## src/rtl/core/nat_csum_pkg.sv

```systemverilog
package nat_csum_pkg;

	// bytes held back before a byte may leave
	localparam int LINE_DEPTH = 9;
	localparam int CNT_W = $clog2(LINE_DEPTH + 1);

	// header positions
	localparam logic [15:0] POS_VER_IHL = 16'd0;
	localparam logic [15:0] POS_PROTO = 16'd9;
	localparam logic [15:0] POS_ADDR_FIRST = 16'd12;
	localparam logic [15:0] POS_ADDR_LAST = 16'd19;
	localparam logic [15:0] POS_MAX = 16'hFFFF;

	localparam logic [3:0] MIN_HDR_WORDS = 4'd5;
	localparam logic [7:0] PROTO_TCP = 8'd6;
	localparam int TCP_CHECK_OFFSET = 16;

	// which checksum a request patches when it enters the line
	typedef enum logic [1:0] {
		PATCH_NONE = 2'd0,
		PATCH_IP   = 2'd1,
		PATCH_TCP  = 2'd2
	} patch_kind_t;

	// one request handed from the classifier to the delay line
	typedef struct packed {
		logic [7:0]  data;
		logic        last;
		patch_kind_t patch;
		logic [19:0] adj_sum;
	} queue_cmd_t;

	// ones' complement incremental update of a stored checksum
	function automatic logic [15:0] csum_patch(input logic [15:0] hc, input logic [19:0] adj);
		logic [20:0] s1;
		logic [16:0] s2;
		logic [15:0] s3;
		s1 = {5'd0, ~hc} + {1'b0, adj};
		s2 = {1'b0, s1[15:0]} + {12'd0, s1[20:16]};
		s3 = s2[15:0] + {15'd0, s2[16]};
		return ~s3;
	endfunction

endpackage

```

## src/rtl/core/nat_csum_front.sv

```systemverilog
module nat_csum_front import nat_csum_pkg::*; (
	input  logic       clk,
	input  logic       arst_n,
	input  logic       cfg_wr_en,
	input  logic       cfg_wr_data,
	input  logic       in_valid,
	output logic       in_ready,
	input  logic [7:0] in_data,
	input  logic       in_last,
	output logic       cmd_valid,
	input  logic       cmd_ready,
	output queue_cmd_t cmd
);

	logic        direction_q;
	logic [15:0] pos_q;
	logic [3:0]  hdr_words_q;
	logic [7:0]  proto_q;
	logic [19:0] adj_sum_q;
	logic [7:0]  half_hold_q;

	logic        accept;
	logic [3:0]  hdr_words_d;
	logic [7:0]  proto_d;
	logic [19:0] adj_sum_d;
	logic        in_addr;
	logic [15:0] addr_word;
	logic [19:0] addr_term;
	logic [5:0]  hdr_len;
	logic [6:0]  tcp_pos;
	logic        hdr_ok;

	assign in_ready  = cmd_ready;
	assign cmd_valid = in_valid;
	assign accept    = in_valid && cmd_ready;

	// header fields as seen after this byte
	always_comb begin
		hdr_words_d = (pos_q == POS_VER_IHL) ? in_data[3:0] : hdr_words_q;
		proto_d     = (pos_q == POS_PROTO) ? in_data : proto_q;
		in_addr     = (pos_q >= POS_ADDR_FIRST) && (pos_q <= POS_ADDR_LAST);
		addr_word   = {half_hold_q, in_data};
		addr_term   = direction_q ? {4'd0, ~addr_word} : (20'h0FFFF + {4'd0, addr_word});
		adj_sum_d   = adj_sum_q;
		if (in_addr && pos_q[0]) begin
			adj_sum_d = adj_sum_q + addr_term;
		end
	end

	// classify the byte for the delay line
	always_comb begin
		hdr_len     = {hdr_words_d, 2'b00};
		tcp_pos     = {1'b0, hdr_len} + 7'(TCP_CHECK_OFFSET + 1);
		hdr_ok      = hdr_words_d >= MIN_HDR_WORDS;
		cmd.data    = in_data;
		cmd.last    = in_last;
		cmd.adj_sum = adj_sum_d;
		priority if (hdr_ok && pos_q == POS_ADDR_LAST) begin
			cmd.patch = PATCH_IP;
		end else if (hdr_ok && proto_d == PROTO_TCP && pos_q == {9'd0, tcp_pos}) begin
			cmd.patch = PATCH_TCP;
		end else begin
			cmd.patch = PATCH_NONE;
		end
	end

	// packet tracking, cleared at end of packet
	always_ff @(posedge clk or negedge arst_n) begin
		if (!arst_n) begin
			direction_q <= 1'b0;
			pos_q       <= '0;
			hdr_words_q <= '0;
			proto_q     <= '0;
			adj_sum_q   <= '0;
			half_hold_q <= '0;
		end else begin
			if (cfg_wr_en) begin
				direction_q <= cfg_wr_data;
			end
			if (accept) begin
				if (in_last) begin
					pos_q       <= '0;
					hdr_words_q <= '0;
					proto_q     <= '0;
					adj_sum_q   <= '0;
					half_hold_q <= '0;
				end else begin
					if (pos_q != POS_MAX) begin
						pos_q <= pos_q + 16'd1;
					end
					hdr_words_q <= hdr_words_d;
					proto_q     <= proto_d;
					adj_sum_q   <= adj_sum_d;
					if (in_addr && !pos_q[0]) begin
						half_hold_q <= in_data;
					end
				end
			end
		end
	end

endmodule

```

## src/rtl/core/nat_csum_queue.sv

```systemverilog
module nat_csum_queue import nat_csum_pkg::*; #(
	parameter int DEPTH = 2
) (
	input  logic       clk,
	input  logic       arst_n,
	input  logic       push_valid,
	output logic       push_ready,
	input  queue_cmd_t push_cmd,
	output logic       pop_valid,
	input  logic       pop_ready,
	output queue_cmd_t pop_cmd
);

	localparam int PTR_W = $clog2(DEPTH);
	localparam int FILL_W = $clog2(DEPTH + 1);

	queue_cmd_t       slots_q [DEPTH];
	logic [PTR_W-1:0] wr_ptr_q;
	logic [PTR_W-1:0] rd_ptr_q;
	logic [FILL_W-1:0] fill_q;
	logic             do_push;
	logic             do_pop;

	assign push_ready = fill_q != FILL_W'(DEPTH);
	assign pop_valid  = fill_q != '0;
	assign pop_cmd    = slots_q[rd_ptr_q];
	assign do_push    = push_valid && push_ready;
	assign do_pop     = pop_valid && pop_ready;

	// pointers and fill level
	always_ff @(posedge clk or negedge arst_n) begin
		if (!arst_n) begin
			wr_ptr_q <= '0;
			rd_ptr_q <= '0;
			fill_q   <= '0;
		end else begin
			if (do_push) begin
				wr_ptr_q <= (wr_ptr_q == PTR_W'(DEPTH - 1)) ? '0 : wr_ptr_q + 1'b1;
			end
			if (do_pop) begin
				rd_ptr_q <= (rd_ptr_q == PTR_W'(DEPTH - 1)) ? '0 : rd_ptr_q + 1'b1;
			end
			unique case ({do_push, do_pop})
				2'b10:   fill_q <= fill_q + 1'b1;
				2'b01:   fill_q <= fill_q - 1'b1;
				default: fill_q <= fill_q;
			endcase
		end
	end

	// slot storage
	always_ff @(posedge clk) begin
		if (do_push) begin
			slots_q[wr_ptr_q] <= push_cmd;
		end
	end

endmodule

```

## src/rtl/core/nat_csum_back.sv

```systemverilog
module nat_csum_back import nat_csum_pkg::*; (
	input  logic       clk,
	input  logic       arst_n,
	input  logic       cmd_valid,
	output logic       cmd_ready,
	input  queue_cmd_t cmd,
	output logic       out_valid,
	input  logic       out_ready,
	output logic [7:0] out_data,
	output logic       out_last
);

	typedef enum logic {
		ST_STREAM,
		ST_FLUSH
	} state_t;

	state_t           state_q;
	state_t           state_d;
	logic [CNT_W-1:0] cnt_q;
	logic [CNT_W-1:0] cnt_d;
	logic             out_valid_q;
	logic [7:0]       out_data_q;
	logic             out_last_q;
	logic [7:0]       line_q [LINE_DEPTH];
	logic [7:0]       line_d [LINE_DEPTH];
	logic [7:0]       work [LINE_DEPTH + 1];
	logic [15:0]      hc;
	logic [15:0]      fixed;
	logic             emit_ok;
	logic             needs_emit;
	logic             pop;
	logic             emit;
	logic [7:0]       emit_data;
	logic             emit_last;

	assign out_valid = out_valid_q;
	assign out_data  = out_data_q;
	assign out_last  = out_last_q;
	assign cmd_ready = pop;

	assign emit_ok    = !out_valid_q || out_ready;
	assign needs_emit = cmd.last || (cnt_q == CNT_W'(LINE_DEPTH));
	assign pop        = (state_q == ST_STREAM) && cmd_valid && (!needs_emit || emit_ok);

	// shared checksum patch unit
	assign hc    = (cmd.patch == PATCH_IP) ? {line_q[0], line_q[1]}
	                                       : {line_q[LINE_DEPTH-1], cmd.data};
	assign fixed = csum_patch(hc, cmd.adj_sum);

	// held bytes plus the new one, with any patch applied
	always_comb begin
		for (int k = 0; k < LINE_DEPTH; k++) begin
			work[k] = (cnt_q == CNT_W'(k)) ? cmd.data : line_q[k];
		end
		work[LINE_DEPTH] = cmd.data;
		unique case (cmd.patch)
			PATCH_IP: begin
				work[0] = fixed[15:8];
				work[1] = fixed[7:0];
			end
			PATCH_TCP: begin
				work[LINE_DEPTH-1] = fixed[15:8];
				work[LINE_DEPTH]   = fixed[7:0];
			end
			default: begin
			end
		endcase
	end

	// next line contents, count and emitted byte
	always_comb begin
		state_d   = state_q;
		cnt_d     = cnt_q;
		line_d    = line_q;
		emit      = 1'b0;
		emit_data = work[0];
		emit_last = 1'b0;
		unique case (state_q)
			ST_STREAM: begin
				if (pop) begin
					if (needs_emit) begin
						emit = 1'b1;
						for (int k = 0; k < LINE_DEPTH; k++) begin
							line_d[k] = work[k+1];
						end
						if (cmd.last) begin
							emit_last = cnt_q == '0;
							if (cnt_q != '0) begin
								state_d = ST_FLUSH;
							end
						end
					end else begin
						for (int k = 0; k < LINE_DEPTH; k++) begin
							line_d[k] = work[k];
						end
						cnt_d = cnt_q + 1'b1;
					end
				end
			end
			ST_FLUSH: begin
				emit_data = line_q[0];
				if (emit_ok) begin
					emit      = 1'b1;
					emit_last = cnt_q == CNT_W'(1);
					for (int k = 0; k < LINE_DEPTH - 1; k++) begin
						line_d[k] = line_q[k+1];
					end
					cnt_d = cnt_q - 1'b1;
					if (cnt_q == CNT_W'(1)) begin
						state_d = ST_STREAM;
					end
				end
			end
			default: begin
				state_d = ST_STREAM;
			end
		endcase
	end

	// control state and output register
	always_ff @(posedge clk or negedge arst_n) begin
		if (!arst_n) begin
			state_q     <= ST_STREAM;
			cnt_q       <= '0;
			out_valid_q <= 1'b0;
			out_data_q  <= '0;
			out_last_q  <= 1'b0;
		end else begin
			state_q <= state_d;
			cnt_q   <= cnt_d;
			if (emit) begin
				out_valid_q <= 1'b1;
				out_data_q  <= emit_data;
				out_last_q  <= emit_last;
			end else if (out_ready) begin
				out_valid_q <= 1'b0;
			end
		end
	end

	// delay line storage
	always_ff @(posedge clk) begin
		line_q <= line_d;
	end

endmodule

```

## src/rtl/core/ipv4_nat_checksum_fixup.sv

```systemverilog
// IPv4 checksum fixup for address insertion or removal. Packet bytes stream in one per
// cycle while the output keeps up and leave in the same order after a nine-byte hold, with
// the IPv4 header checksum (bytes 10-11) and, for TCP, the TCP checksum at header length
// plus 16 adjusted for the source and destination addresses (bytes 12-19) being inserted
// in place of zero (cfg_wr_data 0) or replaced by zero (cfg_wr_data 1). Packets shorter
// than 20 bytes, header lengths below 20 bytes and a TCP checksum not wholly inside the
// packet go through unchanged. Throughput is one byte per cycle within a packet when the
// output does not stall; at the last byte the hold drains one byte per cycle, again unless
// the output stalls, and takes no new bytes until it is empty, the drain being paced by the
// single output register. A small request queue between the classifier and the delay line
// absorbs short output stalls. Change direction only between packets.
module ipv4_nat_checksum_fixup import nat_csum_pkg::*; #(
	parameter int QUEUE_DEPTH = 2
) (
	input  logic       clk,
	input  logic       arst_n,
	input  logic       cfg_wr_en,
	input  logic       cfg_wr_data,
	input  logic       s_axis_tvalid,
	output logic       s_axis_tready,
	input  logic [7:0] s_axis_tdata,   // [7:0] data_byte
	input  logic       s_axis_tlast,
	output logic       m_axis_tvalid,
	input  logic       m_axis_tready,
	output logic [7:0] m_axis_tdata,   // [7:0] out_byte
	output logic       m_axis_tlast
);

	queue_cmd_t front_cmd;
	queue_cmd_t back_cmd;
	logic       front_valid;
	logic       front_ready;
	logic       back_valid;
	logic       back_ready;

	// classifier: position, header fields, address sum
	nat_csum_front u_front (
		.clk         (clk),
		.arst_n      (arst_n),
		.cfg_wr_en   (cfg_wr_en),
		.cfg_wr_data (cfg_wr_data),
		.in_valid    (s_axis_tvalid),
		.in_ready    (s_axis_tready),
		.in_data     (s_axis_tdata),
		.in_last     (s_axis_tlast),
		.cmd_valid   (front_valid),
		.cmd_ready   (front_ready),
		.cmd         (front_cmd)
	);

	// request queue
	nat_csum_queue #(
		.DEPTH (QUEUE_DEPTH)
	) u_queue (
		.clk        (clk),
		.arst_n     (arst_n),
		.push_valid (front_valid),
		.push_ready (front_ready),
		.push_cmd   (front_cmd),
		.pop_valid  (back_valid),
		.pop_ready  (back_ready),
		.pop_cmd    (back_cmd)
	);

	// delay line, patching and drain
	nat_csum_back u_back (
		.clk       (clk),
		.arst_n    (arst_n),
		.cmd_valid (back_valid),
		.cmd_ready (back_ready),
		.cmd       (back_cmd),
		.out_valid (m_axis_tvalid),
		.out_ready (m_axis_tready),
		.out_data  (m_axis_tdata),
		.out_last  (m_axis_tlast)
	);

endmodule
```

## config.mk

```make
export PLATFORM = sky130hd
export DESIGN_NAME = ipv4_nat_checksum_fixup
export DESIGN_NICKNAME = d
export VERILOG_FILES = /design/src/rtl/core/nat_csum_pkg.sv /design/src/rtl/core/nat_csum_front.sv /design/src/rtl/core/nat_csum_queue.sv /design/src/rtl/core/nat_csum_back.sv /design/src/rtl/core/ipv4_nat_checksum_fixup.sv
export SDC_FILE = /design/constraint.sdc
export NUM_CORES = 1
export LEC_CHECK = 0
export BUFFER_PORTS_ARGS = -buffer_cell sky130_fd_sc_hd__buf_4
export CAP_MARGIN = 20
export CORE_MARGIN = 3
export CORE_UTILIZATION = 40
export DETAILED_ROUTE_END_ITERATION = 8
export GPL_TIMING_DRIVEN = 0
export PLACE_DENSITY = 0.62
export SKIP_LAST_GASP = 1
export SYNTH_ARGS = -nofsm -noshare
export SYNTH_HDL_FRONTEND = slang
export SYNTH_SLANG_ARGS = --single-unit
```

## constraint.sdc

```tcl
create_clock -name clk -period 9.3 [get_ports clk]
set_clock_uncertainty 0.15 [all_clocks]
set_input_delay 2.325 -clock clk [delete_from_list [all_inputs] [get_ports clk]]
set_output_delay 2.325 -clock clk [all_outputs]
set_load 0.05 [all_outputs]
```

# Yosys cells after proc, flatten, opt, wreduce, memory -nomap -nowiden
# Memory sizes are Yosys's and may differ from the RTL's.
# Cells that the tools add are included.
[op_classes]
add_sub_neg = 13
n_eq_ne = 22
order_cmp = 3
muxes = 57
bitwise = 4
reduce_logical = 29
[op_table]
columns = ["cell", "count"]
rows = [
  ["$mux 72", 2],
  ["$pmux 64 s2", 1],
  ["$mux 8", 14],
  ["$mux 16", 5],
  ["$mux 64", 1],
  ["$mux 20", 3],
  ["$not 16->16", 3],
  ["$add 16x20->21", 1],
  ["$add 20x20->20", 1],
  ["$mux 4", 5],
  ["$mux 1", 19],
  ["$add 16x16->17 const A", 1],
  ["$add 16x5->17", 1],
  ["$add 16x1->16", 1],
  ["$add 16x1->16 const B", 1],
  ["$eq 16x4->1 const B", 1],
  ["$eq 16x5->1 const B", 1],
  ["$eq 16x7->1", 1],
  ["$eq 4x3->1 const B", 4],
  ["$ge 16x4->1 const B", 1],
  ["$le 16x5->1 const B", 1],
  ["$logic_not 16->1", 1],
  ["$ne 16x16->1 const B", 1],
  ["$logic_and 1x1->1", 10],
  ["26 further kinds", 48],
]
[word_totals]
output_inout_bits = 11
reg_bits = 148
word_cells = 152
memories = 1
ramBits = 62
[memory_table]
columns = ["name", "words", "width", "read_ports", "rd_clocked_by_memory_dff", "wr", "line_no", "rtl"]
rows = [
  ["u_queue.slots_q", 2, 31, 1, 0, 1, "nat_csum_queue.sv:17", "queue_cmd_t slots_q [DEPTH];"],
]

# Depth between registers and ports, before layout
# An unclocked memory read counts as a cell.
[logic_depth]
ltp_word = 12
ltp_mapped = 38
depth_no_buf = 35

# By module
# From an unflattened synthesis, not the netlist that was laid out.
[unflattened]
cells_unflattened = 1438
hier_area_um2 = 14221.1
[modules_own_cells]
columns = ["module", "cells_per_inst", "instances", "area_each_um2"]
rows = [
  ["nat_csum_back", 808, 1, 7379.6],
  ["nat_csum_front", 516, 1, 4390.5],
  ["nat_csum_queue", 114, 1, 2451.1],
]

# Worst setup path before layout
# No wires, ideal clock.
[synth_timing]
path_type = "register to register"
from = "reg u_queue.rd_ptr_q"
to = "reg u_back.line_q[63] in the netlist's numbering (data pin)"
synth_period_minus_slack_ps = 7777
setup_ps = 256
required_time_ps = 8894
path_stages_with_launch = 35
arrival_ps = 7371
slack_ps = 1523
cell_sequence = "dfrtp_1 > clkbuf_1 > o32ai_1 > clkbuf_1 > clkbuf_1 > mux2i_1 > ha_1 > buf_6 > and3_1 > and2_4 > a21boi_4 > o41ai_4 > o21bai_1 > a21o_1 > a21o_1 > a21o_1 > xnor2_1 > ha_1 > fa_1 > a211oi_1 > nor2_1 > nor2_1 > nor4bb_1 > and4b_1 > nand4_1 > nor3b_1 > ha_1 > and3_1 > and3_1 > maj3_1 > nand3_1 > xor2_1 > nor2_1 > a211o_1 > a22o_1"
[synth_rtl]
columns = ["item", "line_no", "rtl"]
rows = [
  ["from (decl)", "nat_csum_queue.sv:19", "logic [PTR_W-1:0] rd_ptr_q;"],
  ["from (signal assigned)", "nat_csum_queue.sv:41", "rd_ptr_q <= (rd_ptr_q == PTR_W'(DEPTH - 1)) ? '0 : rd_ptr_q + 1'b1;"],
  ["to (signal assigned)", "nat_csum_back.sv:144", "line_q <= line_d;"],
  ["to (decl)", "nat_csum_back.sv:25", "logic [7:0] line_q [LINE_DEPTH];"],
]

# Worst setup path after layout
[layout_timing]
from = "reg u_queue.rd_ptr_q"
to = "reg u_back.out_data_q[0] (netlist: u_back.out_data[0])"
[layout_via]
elab_chain_cells = 10
elab_cells_between_ends = 18
cone_classes = "3 x add/sub; 1 x eq/ne; 7 x mux; 2 x bitwise; 4 x reduce/logical; 1 x memory"
[layout_lines]
columns = ["item", "line_no", "rtl"]
rows = [
  ["$mem_v2 2x31 (*)", "--", ""],
  ["$eq 2x1->1", "nat_csum_back.sv:47, nat_csum_back.sv:57", ""],
  ["$mux 16", "nat_csum_back.sv:47", "assign hc = (cmd.patch == PATCH_IP) ? {line_q[0], line_q[1]}"],
  ["$not 16->16", "nat_csum_pkg.sv:38", "s1 = {5'd0, ~hc} + {1'b0, adj};"],
  ["$add 16x20->21", "nat_csum_pkg.sv:38", ""],
  ["$add 16x5->17", "nat_csum_pkg.sv:39", "s2 = {1'b0, s1[15:0]} + {12'd0, s1[20:16]};"],
  ["$add 16x1->16", "nat_csum_pkg.sv:40", "s3 = s2[15:0] + {15'd0, s2[16]};"],
  ["$not 16->16", "nat_csum_pkg.sv:41", "return ~s3;"],
  ["$mux 16", "nat_csum_back.sv:57", "unique case (cmd.patch)"],
  ["$mux 8", "nat_csum_back.sv:79", "unique case (state_q)"],
  ["to (signal assigned)", "nat_csum_back.sv:134", "out_data_q <= emit_data;"],
  ["to (decl)", "nat_csum_back.sv:23", "logic [7:0] out_data_q;"],
]
# Every way passes the cells marked *; elsewhere a longest branch is shown, timed or not.
# A chain may end at the register's enable or synchronous reset.

==> flow_results.xml <==
<?xml version="1.0" encoding="UTF-8"?>
<metrics>
  <group name="layout">
    <metric name="syn_to_final_growth" unit="%">12.3</metric>
    <metric name="commonest_non_fill_non_tap_cell_in_the_layout" unit="">sky130_fd_sc_hd__nand2_1</metric>
    <metric name="layout_common_cells" unit="">167 x sky130_fd_sc_hd__nand2_1, 144 x sky130_fd_sc_hd__nor2_1, 134 x sky130_fd_sc_hd__edfxtp_1</metric>
    <metric name="final_nets" unit="">1621</metric>
    <metric name="layout.filler_cells" unit="">3212</metric>
    <metric name="antenna_cells_inserted" unit="">0</metric>
    <metric name="drive_gt1_frac" unit="">0.0821</metric>
    <metric name="finalNonFillerCells" unit="">2019</metric>
  </group>
  <group name="global_routing">
    <metric name="grt_start_max_net_pins" unit="">77</metric>
    <metric name="wire_length_of_the_first_global_routing_pass" unit="mm">64.8</metric>
    <metric name="globalRouteOverflowTotal" unit="">0</metric>
    <metric name="antenna_found_initial" unit="">0</metric>
    <metric name="groute.usage.overall" unit="">0.225</metric>
    <metric name="via_count_of_the_first_global_routing_pass" unit="">11400</metric>
  </group>
  <group name="timing">
    <metric name="hold-worst-slack" unit="ns">0.340</metric>
    <metric name="maxSlewViolCount" unit="">0</metric>
    <metric name="worst-slew-pin-transition" unit="ns">1.03</metric>
    <metric name="fin_crit_sh" unit="">0.948</metric>
    <metric name="total_setup_violations_reported_at_the_end_of_the_flow" unit="">0</metric>
    <metric name="finalHoldViolCount" unit="">0</metric>
    <metric name="max_freq" unit="GHz">0.113</metric>
    <metric name="slew-limit-headroom" unit="">0.315</metric>
    <metric name="grt_setup_unrepaired" unit="">no</metric>
    <metric name="period_needed" unit="ns">8.81</metric>
  </group>
  <group name="placed_design">
    <metric name="place.port_buffers" unit="">25</metric>
    <metric name="dpl.hpwl" unit="mm">30.0</metric>
    <metric name="place.gp.congestion" unit="">0.944</metric>
    <metric name="placed_cells" unit="">1972</metric>
  </group>
  <group name="clocking">
    <metric name="cts-htree-levels" unit="">1</metric>
    <metric name="clk_root_buffer_cell" unit="">sky130_fd_sc_hd__clkbuf_16</metric>
    <metric name="insertion_delay" unit="ns">0.57</metric>
    <metric name="numCtsBuffers" unit="">25</metric>
    <metric name="cts_tree" unit="">built</metric>
    <metric name="post_cts_buffers" unit="">0</metric>
    <metric name="clkSlewWorstSetupHoldPaths" unit="ns">0.06</metric>
    <metric name="cts_max_path_buffers" unit="">3</metric>
    <metric name="cts.sink_count" unit="">210</metric>
  </group>
  <group name="run">
    <metric name="cap_violations" unit="">0</metric>
  </group>
  <group name="synth">
    <metric name="synth_sequential_area_ratio" unit="">0.429</metric>
    <metric name="synthDominantCellAreaShare" unit="">0.291</metric>
    <metric name="synthArstFlopShare" unit="">0.362</metric>
    <metric name="ys_ff_latch" unit="">210</metric>
    <metric name="postSynthAreaPerCell" unit="um2">9.23</metric>
    <metric name="postSynth.topFlopCell" unit="">sky130_fd_sc_hd__edfxtp_1</metric>
    <metric name="syn_nets" unit="">1567</metric>
    <metric name="syn-instance-count" unit="">1498</metric>
    <metric name="synth_enable_flop_cells" unit="">134</metric>
    <metric name="synthesized_cell_area" unit="um2">13800</metric>
    <metric name="yosys.cell_types.count" unit="">79</metric>
    <metric name="synth_top_cell_by_area" unit="">sky130_fd_sc_hd__edfxtp_1</metric>
    <metric name="yosys-top-cells-area" unit="">sky130_fd_sc_hd__edfxtp_1 29%, sky130_fd_sc_hd__dfrtp_1 14%, sky130_fd_sc_hd__ha_1 4.6%</metric>
    <metric name="ys_warn_count" unit="">0</metric>
  </group>
  <group name="routing">
    <metric name="detail-route-antenna-nets" unit="">0</metric>
    <metric name="wire_per_inst" unit="um">20.7</metric>
    <metric name="drtIter0Drc" unit="">1278</metric>
    <metric name="drt_pass1_iterations" unit="">6</metric>
    <metric name="dr_total_vias" unit="">12100</metric>
    <metric name="route.detailed.drc" unit="">0</metric>
    <metric name="viasPerCell" unit="">5.97</metric>
    <metric name="postRouteWirelength" unit="mm">41.9</metric>
  </group>
  <group name="critical_path">
    <metric name="cp_slowest_stage_delay" unit="ns">0.65</metric>
    <metric name="critPathKind" unit="">register to register</metric>
    <metric name="crit_path_start_kind" unit="">register</metric>
    <metric name="critical_path.slowest_cell" unit="">sky130_fd_sc_hd__clkbuf_1</metric>
    <metric name="cp.arrival" unit="ns">9.12</metric>
    <metric name="critPathCaptureType" unit="">register</metric>
    <metric name="critical_path_required" unit="ns">9.60</metric>
    <metric name="critical_path_peak_fanout" unit="">10</metric>
  </group>
  <group name="floorplan">
    <metric name="design.die.area" unit="um2">36800</metric>
    <metric name="std_cell_rows" unit="">67</metric>
    <metric name="fp.dieH" unit="um">192</metric>
    <metric name="floorplan.initialDensity" unit="">0.409</metric>
    <metric name="die_w" unit="um">192</metric>
    <metric name="core-area" unit="um2">33800</metric>
    <metric name="design.portCount" unit="">26</metric>
  </group>
  <group name="worst_hold_path">
    <metric name="worstHoldPathType" unit="">register to register</metric>
  </group>
  <group name="status">
    <metric name="run_status" unit="">finished clean</metric>
  </group>
</metrics>
[stage by stage]
| step | setup WS [ns] | setup TNS (ns) | utilization | instance area, um2 |
|---|---|---|---|---|
| finish | 0.485 | 0 | 0.460 | 15500 |
| global route | 0.00241 | 0 | 0.460 | 15500 |
| CTS | 0.0304 | 0 | 0.457 | 15500 |
| detailed placement | -0.229 | -0.989 | 0.432 | 14600 |
| global placement | -0.667 | -14.41 | 0.431 | 14600 |
| floorplan | 1.52 | 0 | - | 13800 |
[critical path: cells and delay by family (launching register included)]
kind / cells / cell delay (ns)
AOI/OAI and AO/OA: 16 / 3.18
xor gates and xnor gates: 1 / 0.25
adders and majority gates: 5 / 1.21
buffers and inverters: 3 / 1.28
DFF: 1 / 0.32
muxes: 2 / 0.64
and+or+nand+nor: 8 / 1.68
[cells by family (layout without fill, tap and decap cells)]
group,Yosys count,count (layout),share of synthesized area
XOR/XNOR,78,78,0.0504
flip-flops,210,210,0.429
multiplexers,54,54,0.0410
AND/OR/NAND/NOR,464,464,0.152
adder cells (fa/ha/maj),55,55,0.0512
AO/OA/AOI/OAI,500,500,0.239
buffers and inverters,137,210,0.0379
[state kept, by name (all words and copies together), names as in the netlist]
| signal | flops |
|---|---|
| u_back.line_q | 72 |
| u_queue.slots_q | 62 |
| u_front.adj_sum_q | 20 |
| u_front.pos_q | 16 |
| u_back.out_data | 8 |
| u_front.half_hold_q | 8 |
| u_front.proto_q | 8 |
| u_back.cnt_q | 4 |
| u_front.hdr_words_q | 4 |
| u_queue.fill_q | 2 |
| u_back.out_last | 1 |
| u_back.out_valid | 1 |
| u_back.state_q | 1 |
| u_front.direction_q | 1 |
| u_queue.rd_ptr_q | 1 |
| u_queue.wr_ptr_q | 1 |
[final cells by class]
type	instances	area (um2)	area share
buffer	93	372	0.0239
clock buffer	29	651	0.0419
clock inverter	17	198	0.0127
inverter	44	165	0.0106
multi-input combinational	1151	7430	0.479
sequential	210	5930	0.382
tap	448	561	0.0361
timing repair buffer	27	220	0.0142
[what timing repair did]
| item | 4_1_cts | 5_1_grt |
|---|---|---|
| gates resized for setup | 5 | 20 |
| setup endpoints to repair | 15 | 36 |
| hold buffers | 0 | 0 |
[final timing paths]
| check | startpoint | endpoint | slack (ns) | depth (start not counted) |
|---|---|---|---|---|
| worst max-delay path | u_queue.rd_ptr_q | u_back.out_data[0] | 0.49 | 35 |
| worst min-delay path | u_front.hdr_words_q[2] | u_front.hdr_words_q[2] | 0.34 | 2 |
| worst max register to register | u_queue.rd_ptr_q | u_back.out_data[0] | 0.49 | 35 |
| worst min register to register | u_front.hdr_words_q[2] | u_front.hdr_words_q[2] | 0.34 | 2 |
| max in group asynchronous | arst_n | u_front.pos_q[11] | 6.90 | 2 |
| min in group asynchronous | arst_n | u_back.out_data[6] | 1.47 | 1 |
[synthesized netlist by cell type, types with 26 or more instances]
library cell	count
sky130_fd_sc_hd__nand2_1	168
sky130_fd_sc_hd__nor2_1	147
sky130_fd_sc_hd__edfxtp_1	134
sky130_fd_sc_hd__a21oi_1	123
sky130_fd_sc_hd__o21ai_0	120
sky130_fd_sc_hd__clkbuf_1	82
sky130_fd_sc_hd__dfrtp_1	76
sky130_fd_sc_hd__xnor2_1	54
sky130_fd_sc_hd__ha_1	51
sky130_fd_sc_hd__inv_1	44
sky130_fd_sc_hd__a21o_1	42
sky130_fd_sc_hd__a22o_1	33
sky130_fd_sc_hd__mux2i_1	33
sky130_fd_sc_hd__a221oi_1	28
sky130_fd_sc_hd__nand3_1	26
[layer usage]
layer / vias to the layer above / GRT usage / share of wire
li1: 5687 / - / -
met1: 5775 / 0.318 / 0.45
met4: 2 / 0.0739 / 0.034
met3: 91 / 0.0349 / 0.075
met5: - / 0.00687 / 0.00076
met2: 501 / 0.352 / 0.44
Power is left out: the tool's default activity adds up to more than one toggle a clock period on the data nets, which glitch-free logic cannot reach.
